File: src/design/assert_macros.svh
// assertion macros used by the top-level rtl file
`ifndef ASSERT_MACROS_SVH
`define ASSERT_MACROS_SVH
`ifndef ASSERT_OFF
// property checked on every rising clock edge outside reset
`define ASSERT_CLK(lbl, clk, rst_n, prop, msg) \
  lbl: assert property (@(posedge clk) disable iff (!rst_n) prop) else $error(msg);
// same check with the reset term left out
`define ASSERT_ALWAYS(lbl, clk, prop, msg) \
  lbl: assert property (@(posedge clk) prop) else $error(msg);
`else
`define ASSERT_CLK(lbl, clk, rst_n, prop, msg)
`define ASSERT_ALWAYS(lbl, clk, prop, msg)
`endif
`endif

File: src/design/ffha_pkg.sv
// shared types and constants of the first-fit heap allocator
package ffha_pkg;

  localparam int unsigned HEAP_BYTES_DEF   = 1024;
  localparam int unsigned HEADER_BYTES_DEF = 24;
  localparam int unsigned MAX_BLOCKS_DEF   = 32;

  localparam logic [1:0] ST_OK      = 2'd0;
  localparam logic [1:0] ST_NOFIT   = 2'd1;
  localparam logic [1:0] ST_UNKNOWN = 2'd2;

  typedef enum logic [3:0] {
    S_INIT, S_IDLE, S_RD, S_CHK, S_NRD, S_NCHK, S_MERGE,
    S_IRD, S_IWR, S_IREM, S_DRD, S_DWR, S_DONE
  } ctrl_state_t;

  typedef enum logic [4:0] {
    CMD_NONE, CMD_INIT, CMD_LOAD, CMD_READ, CMD_SCAN_FIT, CMD_SCAN_SKIP,
    CMD_FOUND, CMD_READ_NEXT, CMD_NEXT_CAP, CMD_NO_NEXT, CMD_MERGE,
    CMD_INS_RD, CMD_INS_WR, CMD_INS_REM, CMD_DEL_RD, CMD_DEL_WR,
    CMD_DEL_END, CMD_POST
  } dp_cmd_t;

  typedef struct packed {
    logic in_skip;   // free of address zero
    logic is_free;   // captured request is a free
    logic at_end;
    logic fit;
    logic split;
    logic match;
    logic has_next;
    logic ins_more;
    logic del_more;
    logic out_free;
  } dp_stat_t;

endpackage

File: src/design/ffha_dp.sv
// datapath: block table memory, counters and result register
module ffha_dp #(
  parameter int unsigned HEAP_BYTES   = ffha_pkg::HEAP_BYTES_DEF,
  parameter int unsigned HEADER_BYTES = ffha_pkg::HEADER_BYTES_DEF,
  parameter int unsigned MAX_BLOCKS   = ffha_pkg::MAX_BLOCKS_DEF
) (
  input  logic              clk,
  input  logic              rst_n,
  input  ffha_pkg::dp_cmd_t cmd,
  output ffha_pkg::dp_stat_t stat,
  input  logic              in_action,
  input  logic [10:0]       in_size,
  input  logic [9:0]        in_addr,
  input  logic              out_ready,
  output logic              out_valid,
  output logic [9:0]        out_result_address,
  output logic [1:0]        out_status
);
  import ffha_pkg::*;

  localparam int AW = $clog2(HEAP_BYTES);
  localparam int EW = 2 * AW + 1;
  localparam int SW = ((AW > 11) ? AW : 11) + 2;
  localparam int CW = $clog2(MAX_BLOCKS + 1);
  localparam int IW = $clog2(MAX_BLOCKS);

  // entry layout: start, size, free mark in bit 0
  logic [EW-1:0] mem [MAX_BLOCKS];
  logic [EW-1:0] rdata_r, prev_r, cur_r, next_r, rem_r;
  logic          act_r;
  logic [10:0]   req_r;
  logic [9:0]    addr_r;
  logic [CW-1:0] idx_r, dst_r, count_r;
  logic [1:0]    d_r;
  logic [9:0]    res_addr_r, out_addr_r;
  logic [1:0]    res_stat_r, out_stat_r;
  logic          out_valid_r;

  logic          we, re;
  logic [IW-1:0] wa, ra;
  logic [EW-1:0] wd;

  logic [AW-1:0] rd_start, rd_size;
  logic          rd_free;
  logic [SW-1:0] hdr_w, req_w, rd_size_w, rd_start_w, addr_hdr_w;
  logic          fit, split, match, prev_free, next_free;
  logic [AW-1:0] rem_start, rem_size, m_start, m_size;
  logic [SW-1:0] m_sum;
  logic [CW-1:0] idx_inc, merge_pos;
  logic [CW:0]   del_src;

  assign rd_start   = rdata_r[EW-1:AW+1];
  assign rd_size    = rdata_r[AW:1];
  assign rd_free    = rdata_r[0];
  assign hdr_w      = SW'(HEADER_BYTES);
  assign req_w      = SW'(req_r);
  assign rd_size_w  = SW'(rd_size);
  assign rd_start_w = SW'(rd_start);
  assign addr_hdr_w = rd_start_w + hdr_w;

  assign fit   = rd_free && (rd_size_w >= req_w);
  assign split = fit && (rd_size_w > req_w + hdr_w) && (count_r < CW'(MAX_BLOCKS));
  assign match = !rd_free && (addr_hdr_w == SW'(addr_r));
  assign rem_start = AW'(addr_hdr_w + req_w);
  assign rem_size  = AW'(rd_size_w - req_w - hdr_w);

  assign idx_inc   = idx_r + CW'(1);
  assign prev_free = (idx_r != '0) && prev_r[0];
  assign next_free = next_r[0];
  assign merge_pos = prev_free ? idx_r - CW'(1) : idx_r;
  assign m_start   = prev_free ? prev_r[EW-1:AW+1] : cur_r[EW-1:AW+1];
  assign m_sum     = SW'(cur_r[AW:1])
                   + (prev_free ? SW'(prev_r[AW:1]) + hdr_w : '0)
                   + (next_free ? SW'(next_r[AW:1]) + hdr_w : '0);
  assign m_size    = AW'(m_sum);
  assign del_src   = (CW+1)'(dst_r) + (CW+1)'(d_r);

  always_comb begin
    stat.in_skip  = in_action && (in_addr == '0);
    stat.is_free  = act_r;
    stat.at_end   = (idx_r == count_r);
    stat.fit      = fit;
    stat.split    = split;
    stat.match    = match;
    stat.has_next = (idx_inc < count_r);
    stat.ins_more = (dst_r > idx_inc);
    stat.del_more = (del_src < (CW+1)'(count_r));
    stat.out_free = !out_valid_r || out_ready;
  end

  // memory port steering
  always_comb begin
    we = 1'b0;
    re = 1'b0;
    wa = idx_r[IW-1:0];
    ra = idx_r[IW-1:0];
    wd = rdata_r;
    unique case (cmd)
      CMD_INIT: begin
        we = 1'b1;
        wa = '0;
        wd = {AW'(0), AW'(HEAP_BYTES - HEADER_BYTES), 1'b1};
      end
      CMD_READ:      re = 1'b1;
      CMD_READ_NEXT: begin
        re = 1'b1;
        ra = idx_inc[IW-1:0];
      end
      CMD_SCAN_FIT: begin
        we = 1'b1;
        wd = {rd_start, split ? AW'(req_r) : rd_size, 1'b0};
      end
      CMD_MERGE: begin
        we = 1'b1;
        wa = merge_pos[IW-1:0];
        wd = {m_start, m_size, 1'b1};
      end
      CMD_INS_RD: begin
        re = 1'b1;
        ra = IW'(dst_r - CW'(1));
      end
      CMD_INS_WR, CMD_DEL_WR: begin
        we = 1'b1;
        wa = dst_r[IW-1:0];
      end
      CMD_INS_REM: begin
        we = 1'b1;
        wa = idx_inc[IW-1:0];
        wd = rem_r;
      end
      CMD_DEL_RD: begin
        re = 1'b1;
        ra = del_src[IW-1:0];
      end
      default: ;
    endcase
  end

  always_ff @(posedge clk) begin
    if (we) mem[wa] <= wd;
    if (re) rdata_r <= mem[ra];
  end

  always_ff @(posedge clk) begin
    unique case (cmd)
      CMD_LOAD: begin
        act_r      <= in_action;
        req_r      <= in_size;
        addr_r     <= in_addr;
        res_addr_r <= '0;
        res_stat_r <= in_action ? ((in_addr != '0) ? ST_UNKNOWN : ST_OK) : ST_NOFIT;
      end
      CMD_SCAN_FIT: begin
        rem_r      <= {rem_start, rem_size, 1'b1};
        res_addr_r <= addr_hdr_w[9:0];
        res_stat_r <= ST_OK;
      end
      CMD_SCAN_SKIP: prev_r <= rdata_r;
      CMD_FOUND: begin
        cur_r      <= rdata_r;
        res_stat_r <= ST_OK;
      end
      CMD_NEXT_CAP: next_r <= rdata_r;
      CMD_NO_NEXT:  next_r <= '0;
      CMD_MERGE:    d_r <= 2'(prev_free) + 2'(next_free);
      default: ;
    endcase
    if (cmd == CMD_POST) begin
      out_addr_r <= res_addr_r;
      out_stat_r <= res_stat_r;
    end
  end

  always_ff @(posedge clk) begin
    if (!rst_n) begin
      count_r     <= CW'(1);
      idx_r       <= '0;
      dst_r       <= '0;
      out_valid_r <= 1'b0;
    end else begin
      unique case (cmd)
        CMD_LOAD:      idx_r <= '0;
        CMD_SCAN_SKIP: idx_r <= idx_inc;
        CMD_SCAN_FIT:  dst_r <= count_r;
        CMD_INS_WR:    dst_r <= dst_r - CW'(1);
        CMD_INS_REM:   count_r <= count_r + CW'(1);
        CMD_MERGE:     dst_r <= merge_pos + CW'(1);
        CMD_DEL_WR:    dst_r <= dst_r + CW'(1);
        CMD_DEL_END:   count_r <= count_r - CW'(d_r);
        default: ;
      endcase
      if (cmd == CMD_POST) out_valid_r <= 1'b1;
      else if (out_ready)  out_valid_r <= 1'b0;
    end
  end

  assign out_valid          = out_valid_r;
  assign out_result_address = out_addr_r;
  assign out_status         = out_stat_r;

endmodule

File: src/design/ffha_ctrl.sv
// controller: sequences scan, split, merge and table shifts
module ffha_ctrl (
  input  logic               clk,
  input  logic               rst_n,
  input  logic               in_valid,
  output logic               in_ready,
  input  ffha_pkg::dp_stat_t stat,
  output ffha_pkg::dp_cmd_t  cmd
);
  import ffha_pkg::*;

  ctrl_state_t state_r, state_nxt;

  always_ff @(posedge clk) begin
    if (!rst_n) state_r <= S_INIT;
    else        state_r <= state_nxt;
  end

  always_comb begin
    state_nxt = state_r;
    cmd       = CMD_NONE;
    in_ready  = 1'b0;
    unique case (state_r)
      S_INIT: begin
        cmd       = CMD_INIT;
        state_nxt = S_IDLE;
      end
      S_IDLE: begin
        in_ready = 1'b1;
        if (in_valid) begin
          cmd       = CMD_LOAD;
          state_nxt = stat.in_skip ? S_DONE : S_RD;
        end
      end
      S_RD: begin
        if (stat.at_end) state_nxt = S_DONE;
        else begin
          cmd       = CMD_READ;
          state_nxt = S_CHK;
        end
      end
      S_CHK: begin
        if (!stat.is_free && stat.fit) begin
          cmd       = CMD_SCAN_FIT;
          state_nxt = stat.split ? S_IRD : S_DONE;
        end else if (stat.is_free && stat.match) begin
          cmd       = CMD_FOUND;
          state_nxt = S_NRD;
        end else begin
          cmd       = CMD_SCAN_SKIP;
          state_nxt = S_RD;
        end
      end
      S_NRD: begin
        if (stat.has_next) begin
          cmd       = CMD_READ_NEXT;
          state_nxt = S_NCHK;
        end else begin
          cmd       = CMD_NO_NEXT;
          state_nxt = S_MERGE;
        end
      end
      S_NCHK: begin
        cmd       = CMD_NEXT_CAP;
        state_nxt = S_MERGE;
      end
      S_MERGE: begin
        cmd       = CMD_MERGE;
        state_nxt = S_DRD;
      end
      // open a slot after the split block, top entry first
      S_IRD: begin
        if (stat.ins_more) begin
          cmd       = CMD_INS_RD;
          state_nxt = S_IWR;
        end else state_nxt = S_IREM;
      end
      S_IWR: begin
        cmd       = CMD_INS_WR;
        state_nxt = S_IRD;
      end
      S_IREM: begin
        cmd       = CMD_INS_REM;
        state_nxt = S_DONE;
      end
      // close the gap left by merged neighbors
      S_DRD: begin
        if (stat.del_more) begin
          cmd       = CMD_DEL_RD;
          state_nxt = S_DWR;
        end else begin
          cmd       = CMD_DEL_END;
          state_nxt = S_DONE;
        end
      end
      S_DWR: begin
        cmd       = CMD_DEL_WR;
        state_nxt = S_DRD;
      end
      S_DONE: begin
        if (stat.out_free) begin
          cmd       = CMD_POST;
          state_nxt = S_IDLE;
        end
      end
      default: state_nxt = S_INIT;
    endcase
  end

endmodule

File: src/design/first_fit_heap_allocator.sv
// top level of the first-fit heap allocator
// One request is worked at a time. A request walks the address-ordered block
// table one entry at a time, reading and then checking each, until it finds
// its block. A split then moves every later entry up by one, reading and then
// writing each. A successful free then rewrites every later entry, shifted
// down by the number of merged neighbors, reading and then writing each, even
// when no neighbor was merged. All of this goes through the table memory, one
// read or one write at a time. After reset the block writes the initial free
// block before it takes a request. The result register lets the next request
// enter while the previous result still waits to be taken.
module first_fit_heap_allocator #(
  parameter int unsigned HEAP_BYTES   = ffha_pkg::HEAP_BYTES_DEF,
  parameter int unsigned HEADER_BYTES = ffha_pkg::HEADER_BYTES_DEF,
  parameter int unsigned MAX_BLOCKS   = ffha_pkg::MAX_BLOCKS_DEF
) (
  input  logic        clk,
  input  logic        rst_n,
  input  logic        in_tvalid,
  output logic        in_tready,
  input  logic [23:0] in_tdata,   // request_size[10:0], block_address[20:11], zero pad
  input  logic        in_tuser,   // action: 0 allocate, 1 free
  output logic        out_tvalid,
  input  logic        out_tready,
  output logic [15:0] out_tdata   // result_address[9:0], status[11:10], zero pad
);
  import ffha_pkg::*;

  dp_cmd_t    cmd;
  dp_stat_t   stat;
  logic [9:0] res_addr;
  logic [1:0] res_status;

  ffha_ctrl u_ctrl (
    .clk      (clk),
    .rst_n    (rst_n),
    .in_valid (in_tvalid),
    .in_ready (in_tready),
    .stat     (stat),
    .cmd      (cmd)
  );

  ffha_dp #(
    .HEAP_BYTES   (HEAP_BYTES),
    .HEADER_BYTES (HEADER_BYTES),
    .MAX_BLOCKS   (MAX_BLOCKS)
  ) u_dp (
    .clk                (clk),
    .rst_n              (rst_n),
    .cmd                (cmd),
    .stat               (stat),
    .in_action          (in_tuser),
    .in_size            (in_tdata[10:0]),
    .in_addr            (in_tdata[20:11]),
    .out_ready          (out_tready),
    .out_valid          (out_tvalid),
    .out_result_address (res_addr),
    .out_status         (res_status)
  );

  assign out_tdata = {4'd0, res_status, res_addr};

`include "assert_macros.svh"

  // a request blocks the input until its result is posted
  `ASSERT_CLK(a_one_in_flight, clk, rst_n, (in_tvalid && in_tready) |=> !in_tready, "second request accepted while busy")
  // a granted address only comes with an ok status
  `ASSERT_CLK(a_addr_ok, clk, rst_n, (out_tvalid && (out_tdata[9:0] != 10'd0)) |-> (out_tdata[11:10] == ST_OK), "address with error status")
  // status code stays in range
  `ASSERT_CLK(a_status_range, clk, rst_n, out_tvalid |-> (out_tdata[11:10] != 2'd3), "bad status code")

endmodule
File: config.mk
export PLATFORM = sky130hd
export DESIGN_NAME = first_fit_heap_allocator
export DESIGN_NICKNAME = d
export VERILOG_FILES = /design/src/design/ffha_pkg.sv /design/src/design/ffha_dp.sv /design/src/design/ffha_ctrl.sv /design/src/design/first_fit_heap_allocator.sv
export VERILOG_INCLUDE_DIRS = /design/src /design/src/design
export SDC_FILE = /design/constraint.sdc
export NUM_CORES = 1
export LEC_CHECK = 0
export BUFFER_PORTS_ARGS = -buffer_cell sky130_fd_sc_hd__buf_2
export CORE_MARGIN = 2
export CORE_UTILIZATION = 40
export DETAILED_ROUTE_END_ITERATION = 8
export PLACE_DENSITY = 0.63
export SYNTH_ARGS = -nofsm -noshare
export SYNTH_HDL_FRONTEND = slang
export SYNTH_SLANG_ARGS = --single-unit
File: constraint.sdc
create_clock -name clk -period 4.8 [get_ports clk]
set_input_delay 0.96 -clock clk [delete_from_list [all_inputs] [get_ports clk]]
set_output_delay 0.96 -clock clk [all_outputs]
set_load 0.1 [all_outputs]
# ---- Word-level counts from Yosys, hierarchy flattened
# Memory sizes are Yosys's and may differ from the RTL's. A register that Yosys moved wholly into a read port is not among the register bits.
# Cells that the tools add are included.
dict set report op_classes {
  add_sub_neg 18
  magnitude_cmp 6
  n_eq_ne 33
  mux 43
  reduce_logical 29
}
# cell count
set ops {}
lappend ops {{21-bit case mux with 4 select lines} 1}
lappend ops {{5-bit case mux with 13 select lines} 1}
lappend ops {{4-bit case mux with 12 select lines} 1}
lappend ops {{5-bit by 4-bit equality test with 1-bit output (second input constant)} 8}
lappend ops {{10-bit two-way mux} 4}
lappend ops {{4-bit two-way mux} 8}
lappend ops {{10-bit adder} 3}
lappend ops {{6-bit by 1-bit adder with 6-bit output (second input constant)} 4}
lappend ops {{6-bit case mux with 2 select lines} 2}
lappend ops {{6-bit case mux with 4 select lines} 1}
lappend ops {{11-bit case mux with 2 select lines} 1}
lappend ops {{10-bit by 5-bit adder with 10-bit output (second input constant)} 2}
lappend ops {{4-bit equality test (second input constant)} 5}
lappend ops {{5-bit by 3-bit equality test with 1-bit output (second input constant)} 4}
lappend ops {{10-bit case mux with 2 select lines} 1}
lappend ops {{5-bit case mux with 4 select lines} 1}
lappend ops {{4-bit by 3-bit equality test with 1-bit output (second input constant)} 4}
lappend ops {{5-bit two-way mux} 3}
lappend ops {{5-bit case mux with 3 select lines} 1}
lappend ops {{10-bit by 13-bit > comparator with 1-bit output} 1}
lappend ops {{11-bit by 5-bit adder with 12-bit output (second input constant)} 1}
lappend ops {{2-bit two-way mux} 6}
lappend ops {{2-bit nonzero test} 6}
lappend ops {{6-bit by 1-bit subtractor with 6-bit output (second input constant)} 2}
lappend ops {{other kinds (35)} 58}
dict set report totals {
  regBits 144
  ramBits 672
  input_bits 29
  out_inout_bits 18
  elab_cells 147
  n_memories 1
}
# name depth width rd rd_clocked_by_memory_dff write_ports line_no
set memory_table {}
lappend memory_table {u_dp.mem 32 21 1 1 1 ffha_dp.sv:28} ;# logic [EW-1:0] mem [MAX_BLOCKS];

# ---- Depth between registers and ports, before layout
# Gate-level depths: netlist of run 1.
dict set report depth {
  word_depth 12
  depth_mapped 20
  mapped_depth_nobuf 20
}

# ---- Hierarchy
# Synthesis of run 1 repeated with hierarchy kept, for this count alone.
dict set report hier_totals {
  hier_cells 2890
  area_unflattened_um2 36837.8
}
# mod instances cells_per_inst area_each_um2 seq_area_each_um2
set modules_own_cells {}
lappend modules_own_cells {ffha_dp 1 2794 36211.0 24793.8}
lappend modules_own_cells {ffha_ctrl 1 91 593.1 80.1}
lappend modules_own_cells {first_fit_heap_allocator 1 5 33.8 0.0}

# ---- Worst setup path before layout of run 1
# OpenSTA, ideal clock, no wires.
dict set report synth_path {
  path_kind {register -> register}
  startpoint {register u_dp.idx_r[0]}
  endpoint {memory u_dp.mem[0][9] (netlist bit) (data pin)}
  arrival_ps 4784
  slack_ps -371
  stages_incl_launch_ff 21
  n_path_buf 3
  cell_sequence {dfxtp_1 > clkbuf_1 > inv_1 > ha_1 > a21boi_1 > buf_2 > buf_1 > nand2_1 > fa_1 > inv_1 > ha_1 > a21o_1 > a21oi_1 > o21bai_1 > a21oi_1 > o21bai_1 > a21oi_1 > xnor2_1 > a221oi_1 > a22o_1 > a22oi_1}
}
dict set report synth_via {
  elab_chain_len 6
  elab_cells_between_ends 18
  cone_classes {add/sub (3); order compare (2); eq/ne (5); mux (6); reduce/logical (2)}
}
# element line_no
set synth_lines {}
lappend synth_lines {{start: declaration} ffha_dp.sv:33} ;# logic [CW-1:0] idx_r, dst_r, count_r;
lappend synth_lines {{start signal: assignment} ffha_dp.sv:183} ;# CMD_SCAN_SKIP: idx_r <= idx_inc;
lappend synth_lines {{6-bit by 1-bit adder with 6-bit output / 6-bit nonzero test (equally long branches)} {ffha_dp.sv:67, ffha_dp.sv:68}}
lappend synth_lines {{6-bit > comparator, or another cell as far along} ffha_dp.sv:86} ;# stat.ins_more = (dst_r > idx_inc);
lappend synth_lines {{4-bit two-way mux, or another cell as far along} ffha_ctrl.sv:73} ;# if (stat.ins_more) begin
lappend synth_lines {{5-bit case mux with 13 select lines / 10-bit adder (equally long branches)} {ffha_ctrl.sv:23, ffha_dp.sv:73}}
lappend synth_lines {{5-bit by 4-bit equality test with 1-bit output, or another cell as far along} ffha_dp.sv:98} ;# unique case (cmd)
lappend synth_lines {{21-bit case mux with 4 select lines (*)} ffha_dp.sv:98}
lappend synth_lines {{via u_dp.wd[9]} ffha_dp.sv:41} ;# logic [EW-1:0] wd;
lappend synth_lines {{end: declaration} ffha_dp.sv:28}
# Mark *: on every way through the listed nets, which the timed path passes. The rest lies on a longest branch.

# ---- Worst setup path after layout of run 1
dict set report layout_path {
  startpoint {register u_dp.d_r[0]}
  endpoint {register u_dp.rdata_r[1] (read register of u_dp.mem) (data pin)}
}
dict set report layout_via {
  elab_chain_len 7
  elab_cells_between_ends 11
  cone_classes {add/sub (1); order compare (1); eq/ne (4); mux (4); reduce/logical (1)}
}
# element line_no
set layout_lines {}
lappend layout_lines {{start: declaration} ffha_dp.sv:34} ;# logic [1:0] d_r;
lappend layout_lines {{start signal: assignment} ffha_dp.sv:165} ;# CMD_MERGE: d_r <= 2'(prev_free) + 2'(next_free);
lappend layout_lines {{6-bit by 2-bit adder with 7-bit output (*)} ffha_dp.sv:76} ;# assign del_src = (CW+1)'(dst_r) + (CW+1)'(d_r);
lappend layout_lines {{7-bit by 6-bit < comparator with 1-bit output} ffha_dp.sv:87} ;# stat.del_more = (del_src < (CW+1)'(count_r));
lappend layout_lines {{5-bit two-way mux} ffha_ctrl.sv:88} ;# if (stat.del_more) begin
lappend layout_lines {{5-bit case mux with 13 select lines} ffha_ctrl.sv:23} ;# unique case (state_r)
lappend layout_lines {{5-bit by 2-bit equality test with 1-bit output, or another cell as far along} ffha_dp.sv:98}
lappend layout_lines {{4-bit OR reduction (no line)} n/a}
lappend layout_lines {{1-bit two-way mux} ffha_dp.sv:98}
lappend layout_lines {{end: declaration} ffha_dp.sv:29} ;# logic [EW-1:0] rdata_r, prev_r, cur_r, next_r, rem_r;
# Every way passes the cells marked *; elsewhere a longest branch is shown, timed or not.
# A chain may end at the register's enable or synchronous reset.

==> out/metrics.cfg, run 1 <==
[synthesis]
synth-compound-area-share = 0.0945
yosysTopAreaCell = edfxtp_1
seq_area_frac_synth = 0.679
synth-simple-area-share = 0.0828
synth_area_per_cell_um2 = 14.3
yosys_most_used_dff = edfxtp_1
ys_top_cells_by_area = edfxtp_1, nand2_1, ha_1, mux2i_1, a221oi_1
synth_cell_types = 82
synth_warnings = 0
synth-seq-cells = 836
synth.most_common_cell = edfxtp_1
synth_top_area_share = 0.666
ys_top_cells_by_count = edfxtp_1, nand2_1, a21oi_1
synth_cells = 2568
synth_mux_area_frac = 0.0550
synthAdderAreaFrac = 0.0359
synth_edf_count = 813
synth_top_family_by_area = compound AO/OA/AOI/OAI gates
syn-cell-area_mm2 = 0.0366
synthArstFlopShare = 0
yosys.area_share.xor_xnor = 0.0222

[place]
gp_congestion = 0.899
hpwl_um = 63200
placed_area_mm2 = 0.0396
port_buffers = 39

[drt]
wl_per_cell_um = 24.2
wirelength_um = 96500
drc = 0
drtIter0Drc = 1962
ant_nets = 0
vias_per_cell = 5.61
drt-pass1-iter-count = 6
vias = 22400

[final_layout]
seq_area_mm2 = 0.0249
fill_cells = 7727
drive_gt1_frac = 0.187
postLayoutCoreUtil = 0.468
fin_area_mm2 = 0.0423
fin_nets = 2870
antenna_cells = 0
syn_to_final_growth_pct = 15.5
multi_input_area_mm2 = 0.0109

[worst_setup_path]
rr_endpoint = u_dp.rdata_r[1]$_DFFE_PP_
worst_setup_path_end_kind = flip-flop
r2r_cells = 19
r2r-start = u_dp.d_r[0]$_DFFE_PP_
rrSetupSlack_ns = 0.21
critPathTopFamily = compound AO/OA/AOI/OAI gates
startpoint_type = flip-flop
worstPathArrival_ns = 4.98
crit_chain = ha_1 -> fa_1 -> nand3_1 -> xnor2_1 -> ha_1 -> a21o_1 -> a21oi_1 -> o21ai_1 -> nor3b_2 -> buf_4 -> buf_4 -> a221o_2 -> nor2_4 -> buf_12 -> buf_12 -> mux2_2 -> a221oi_1 -> o21a_1 -> nor4_2
cpPeakStageDelay_ns = 0.42
critical_path_class = flip-flop to flip-flop
required_ns = 5.20
critPathMaxFanout = 29
crit_buf_inv = 4
crit_slowest_cell = fa_1

[pwr]
ir_drop_uv = 416
switchingPower_mw = 7.01
pwr-share-clk = 0.286
seqPwrFrac = 0.462
switching_share = 0.313
leakage_nw = 14.8
p_int_mw = 15.4
power_density_mw_per_mm2 = 529
power_mw = 22.4
combPwrFrac = 0.252

[timing]
fmax_ghz = 0.218
slew_violations = 0
timing.final.crit_share = 0.955
worst_pin_slew_ns = 1.34
hold_violations = 0
relSlewSlack = 0.105
skew_ns = 0.0572
period_needed_ns = 4.59
finalSetupViolCount = 0
rsz0062_at_grt = no

[clock_network]
postCtsHoldBufs = 0
htreeDepth = 3
clockBufferDepth = 3
clkSinkCount = 836
numCtsBuffers = 85
clockRootBuffer = clkbuf_16
clk_latency_ns = 0.66
path_clk_slew_ns = 0.06
cts_tree = yes

[grt]
grt_overflow = 0
grt_antenna_before_repair = 0
grt_pass1_wl_um = 142000
grt_pass1_vias = 22300
grt_max_degree = 47
grt_usage = 0.202

[floorplan]
die_w_um = 307
io_pins = 47
die_height_um = 307
start_util = 0.405
dieArea_mm2 = 0.0940
row_count = 110
coreArea_mm2 = 0.0904

[hold_path]
hold_path_end = u_dp.out_result_address[3]$_DFFE_PP_
hold_start = u_dp.res_addr_r[3]$_SDFFCE_PN0P_
min_path_type = flip-flop to flip-flop
hold_depth = 0

[run_status]
outcome = finished, final reports clean

[flow_run]
drv_cap = 0

-- how the worst max path moves through the flow --
stage,startpoint,endpoint,slack (ns),depth (start not counted)
2_1_floorplan,u_dp.idx_r[0]$_SDFFE_PN0P_,u_dp.mem[0][7]$_DFFE_PP_,0.02,18
3_3_place_gp,u_dp.d_r[0]$_DFFE_PP_,u_dp.rdata_r[20]$_DFFE_PP_,0.05,17
3_5_place_dp,u_dp.d_r[0]$_DFFE_PP_,u_dp.rdata_r[20]$_DFFE_PP_,-0.04,18
4_1_cts,u_dp.d_r[0]$_DFFE_PP_,u_dp.rdata_r[14]$_DFFE_PP_,0.16,17
5_1_grt,u_dp.d_r[0]$_DFFE_PP_,u_dp.rdata_r[17]$_DFFE_PP_,0.0008,19
6_report,u_dp.d_r[0]$_DFFE_PP_,u_dp.rdata_r[1]$_DFFE_PP_,0.21,19
-- cells in the final DEF (no fill, tap or decap), drive strengths merged, types with 7 or more instances in the layout --
cell type	instances
a22oi	20
o21bai	13
mux4	20
inv	110
fa	15
nor4	44
nor2	121
xnor2	55
and3	10
nor3	22
mux2	63
and2	21
nand2b	13
o211ai	9
a211oi	8
a21boi	22
a21o	14
o21a	27
clkinv	43
ha	81
a32oi	41
xor2	30
mux2i	85
a221oi	85
clkbuf	104
buf	222
nor2b	8
nand4	12
a21oi	123
dfxtp	23
nand2	324
nand3	48
o21ai	72
o21ba	20
a31oi	7
edfxtp	813
-- stage by stage --
stage	TNS, ns	setup WS (ns)	hold WS (ns)	instances
final	0	0.215	0.418	3989
after global routing	0	0.000829	0.423	3989
after CTS	0	0.156	0.420	3985
after detailed placement	-0.0839	-0.0375	0.405	3830
after global placement	0	0.0542	0.402	3830
after floorplan	0	0.0171	0.400	2571
-- kinds of logic after synthesis --
logic type,after synthesis
buffers and inverters,243
AO/OA/AOI/OAI,493
AND/OR/NAND/NOR,643
adder cells (fa/ha/maj),96
flip-flops,836
XOR/XNOR,88
multiplexers,168
other,1
-- cell type report --
type,instances,area share
clock buffer,103,0.0526
clock inverter,52,0.0109
inverter,107,0.00949
multi-input combinational,1492,0.257
sequential,836,0.588
tap,1176,0.0348
timing repair buffer,223,0.0480
-- timing repair --
action                                  in CTS  in global routing
pin swaps                                    0                  4
gates cloned                                 0                  1
setup buffers                                0                  3
endpoints found under the setup margin       1                 21
gates resized for setup                      1                 11
-- power by group through the flow --
stage	clock [mW]	combinational [mW]	sequential, mW
after global routing	6.78	6.11	10.4
after CTS	6.50	5.64	10.3
after global placement	0	5.44	10.5
final	6.40	5.64	10.3
after floorplan	0	3.17	10.4
after detailed placement	0	5.61	10.5
-- layer usage --
layer,track usage,wire (um),up-vias
met4,0.0606,2700,0
met1,0.273,40900,11300
met3,0.0320,6310,155
met5,0,0,-
met2,0.335,46600,784
li1,-,-,10100
-- flip-flops by register name, indices dropped and copies added, names as in the netlist --
signal / cells
u_dp.req_r: 11
u_dp.out_status: 2
u_dp.rdata_r: 21
u_dp.out_valid: 1
u_dp.dst_r: 6
u_dp.next_r: 11
u_dp.act_r: 1
u_dp.res_stat_r: 2
u_dp.idx_r: 6
u_dp.d_r: 2
u_dp.res_addr_r: 10
u_dp.cur_r: 20
u_dp.mem: 672
u_dp.count_r: 6
u_dp.rem_r: 20
u_ctrl.state_r: 4
u_dp.prev_r: 21
u_dp.addr_r: 10
u_dp.out_result_address: 10
Power figures use the tool's default switching activity.
==> run 2, diff against run 1 <==
SYNTH_HIERARCHICAL = 1   (was default)
==> out/metrics.cfg, run 2 <==
[synthesis]
synth_edf_count = 813  ; unchanged
synth-seq-cells = 836  ; unchanged
yosys_most_used_dff = edfxtp_1  ; unchanged
synth_warnings = 6  ; was 0
syn-cell-area_mm2 = 0.0368  ; was 0.0366 mm^2
yosysTopAreaCell = edfxtp_1  ; unchanged
synth_area_per_cell_um2 = 12.7  ; was 14.3 um^2
ys_top_cells_by_area = edfxtp_1, nand2_1, nand3_1, ha_1, mux2i_1  ; was edfxtp_1, nand2_1, ha_1, mux2i_1, a221oi_1
synth_cells = 2890  ; was 2568
synth_top_area_share = 0.663  ; was 0.666
seq_area_frac_synth = 0.675  ; was 0.679
synthArstFlopShare = 0  ; unchanged
synth.most_common_cell = edfxtp_1  ; unchanged
ys_top_cells_by_count = edfxtp_1, nand2_1, nand3_1  ; was edfxtp_1, nand2_1, a21oi_1
synth_cell_types = 81  ; was 82

[timing]
worst_pin_slew_ns = 1.27  ; was 1.34 ns
relSlewSlack = 0.150  ; was 0.105
period_needed_ns = 5.31  ; was 4.59 ns
finalSetupViolCount = 970  ; was 0
skew_ns = 0.0564  ; was 0.0572 ns
hold_violations = 0  ; unchanged
timing.final.crit_share = 1.11  ; was 0.955
whs_ns = 0.408  ; was 0.418 ns
rsz0062_at_grt = yes  ; was no
slew_violations = 0  ; unchanged
final.setup.tns_ns = -304.79  ; was 0 ns
fin_ws_ns = -0.509  ; was 0.215 ns
fmax_ghz = 0.188  ; was 0.218 GHz

[final_layout]
largest_register = u_dp/mem  ; was u_dp.mem
final_cell_mix = edfxtp_1, nand2_1, buf_4  ; unchanged
largest_reg_flops = 672  ; unchanged
largestRegisters = u_dp/mem x672, u_dp/prev_r x21, u_dp/rdata_r x21  ; was u_dp.mem x672, u_dp.prev_r x21, u_dp.rdata_r x21
syn_to_final_growth_pct = 32.5  ; was 15.5%
final_common_cell = edfxtp_1  ; unchanged
fin_nets = 3610  ; was 2870
drive_gt1_frac = 0.283  ; was 0.187
antenna_cells = 0  ; unchanged

[drt]
drt-pass1-iter-count = 7  ; was 6
wl_per_cell_um = 22.8  ; was 24.2 um
ant_nets = 0  ; unchanged
vias = 26100  ; was 22400
drtIter0Drc = 2341  ; was 1962
drc = 0  ; unchanged
vias_per_cell = 5.51  ; was 5.61
wirelength_um = 108000  ; was 96500 um

[worst_setup_path]
crit_slowest_cell = fa_2  ; was fa_1
critPathMaxFanout = 10  ; was 29
worstPathArrival_ns = 5.67  ; was 4.98 ns
startpoint_type = flip-flop  ; unchanged
cpPeakStageDelay_ns = 0.57  ; was 0.42 ns
worst_setup_path_end_kind = flip-flop  ; unchanged
critical_path_class = flip-flop to flip-flop  ; unchanged
required_ns = 5.16  ; was 5.20 ns

[clock_network]
postCtsHoldBufs = 0  ; unchanged
clkSinkCount = 836  ; unchanged
numCtsBuffers = 84  ; was 85
cts_tree = yes  ; unchanged
clockRootBuffer = clkbuf_16  ; unchanged
path_clk_slew_ns = 0.06  ; about the same
clockBufferDepth = 3  ; unchanged
clk_latency_ns = 0.68  ; was 0.66 ns
htreeDepth = 3  ; unchanged

[grt]
grt_max_degree = 33  ; was 47
met2_usage = 0.368  ; was 0.335
grt_usage = 0.221  ; was 0.202
met1_usage = 0.301  ; was 0.273
top_usage_layer = met2  ; unchanged
grt_pass1_wl_um = 157000  ; was 142000 um
grt_pass1_vias = 25300  ; was 22300
grt_antenna_before_repair = 1  ; was 0
grt_overflow = 0  ; unchanged
grt_use_met3 = 0.0341  ; was 0.0320

[floorplan]
die_height_um = 307  ; about the same
start_util = 0.402  ; was 0.405
io_pins = 47  ; unchanged
dieArea_mm2 = 0.0945  ; was 0.0940 mm^2
row_count = 111  ; was 110
die_w_um = 307  ; about the same
coreArea_mm2 = 0.0915  ; was 0.0904 mm^2

[place]
gp_congestion = 0.907  ; was 0.899
port_buffers = 39  ; unchanged
hpwl_um = 68800  ; was 63200 um

[pwr]
power_density_mw_per_mm2 = 450  ; was 529 mW/mm^2
power_mw = 22.0  ; was 22.4 mW
leakage_nw = 17.6  ; was 14.8 nW
ir_drop_uv = 308  ; was 416 uV

[flow_run]
drv_cap = 0  ; unchanged

[hold_path]
min_path_type = flip-flop to flip-flop  ; unchanged

[run_status]
violations = setup timing
outcome = finished, violations left  ; was finished, final reports clean

==> run 2: cell types whose count changed after synthesis, sizes merged, moves of 23 or more <==
| cell | delta |
|---|---|
| nand2 | +307 |
| a221oi | -77 |
| mux2 | -62 |
| a2111oi | +23 |
| a31oi | +66 |
| nand3 | +188 |
| nor4 | -32 |
| buf | +31 |
| a21oi | -45 |
| inv | -24 |
| a32oi | +24 |
==> run 2: worst paths after layout <==
path                                                        from                                   end  slack [ns]  cells past startpoint
worst max-delay path                       u_dp/d_r[0]$_DFFE_PP_            u_dp/mem[14][14]$_DFFE_PP_       -0.51                     30
worst min-delay path            u_dp/res_addr_r[0]$_SDFFCE_PN0P_  u_dp/out_result_address[0]$_DFFE_PP_        0.41                      0
worst max register to register             u_dp/d_r[0]$_DFFE_PP_            u_dp/mem[14][14]$_DFFE_PP_       -0.51                     30
worst min register to register  u_dp/res_addr_r[0]$_SDFFCE_PN0P_  u_dp/out_result_address[0]$_DFFE_PP_        0.41                      0
==> run 2: stage by stage <==
step / cell area (um^2) / util / cells / worst slack [ns]
finish: 48800 / 0.533 / 4739 / -0.509
global route: 48800 / 0.533 / 4739 / -0.683
CTS: 47500 / 0.519 / 4681 / -0.464
detailed placement: 43400 / 0.475 / 4471 / -0.724
global placement: 43400 / 0.475 / 4471 / -0.718
floorplan: 37400 / - / 2893 / -0.0548
==> run 2: cell families (layout without fill, tap and decap cells) <==
group	count (synthesis)	count (layout)	share of synthesized area
xor+xnor	77	77	0.0187
other cells	1	4	0.000102
compound gates	413	413	0.0830
simple gates	1148	1151	0.137
fa+ha+maj	95	95	0.0353
buf+inv	251	908	0.0323
mux	69	69	0.0188
flops	836	836	0.675
==> run 2: timing repair <==
item | in CTS | in global routing
resized for setup | 132 | 120
setup buffers | 47 | 47
gates cloned | 11 | 13
endpoints found under the setup margin | 1341 | 1393
pin swaps | 44 | 56
==> run 2: worst max-delay path: cells and delay by family (launching register included) <==
kind            cells  cell delay [ns]
fa+ha+maj           3             0.96
buf+inv             9             1.37
compound gates      7             0.92
flops               1             0.42
simple gates       11             1.33
==> run 2: power by group <==
part,switching [mW],internal (mW)
Clock,2.87,3.63
Sequential,0.198,9.26
Combinational,3.51,2.51
Total,6.57,15.4
==> run 2: area by class of cell <==
| type | count | area (um^2) |
|---|---|---|
| inverter | 84 | 315 |
| tap | 1186 | 1480 |
| clock inverter | 55 | 551 |
| multi-input combinational | 1809 | 12400 |
| clock buffer | 98 | 2150 |
| sequential | 836 | 24900 |
| fill | 7370 | 42700 |
| timing repair buffer | 671 | 7060 |
==> run 2: routing by layer <==
layer	vias up	routed length (um)	part of all wire
met5	-	0	0
met4	0	3160	0.029
met3	187	8010	0.074
met2	972	51900	0.48
met1	13000	45000	0.42
li1	11900	-	-
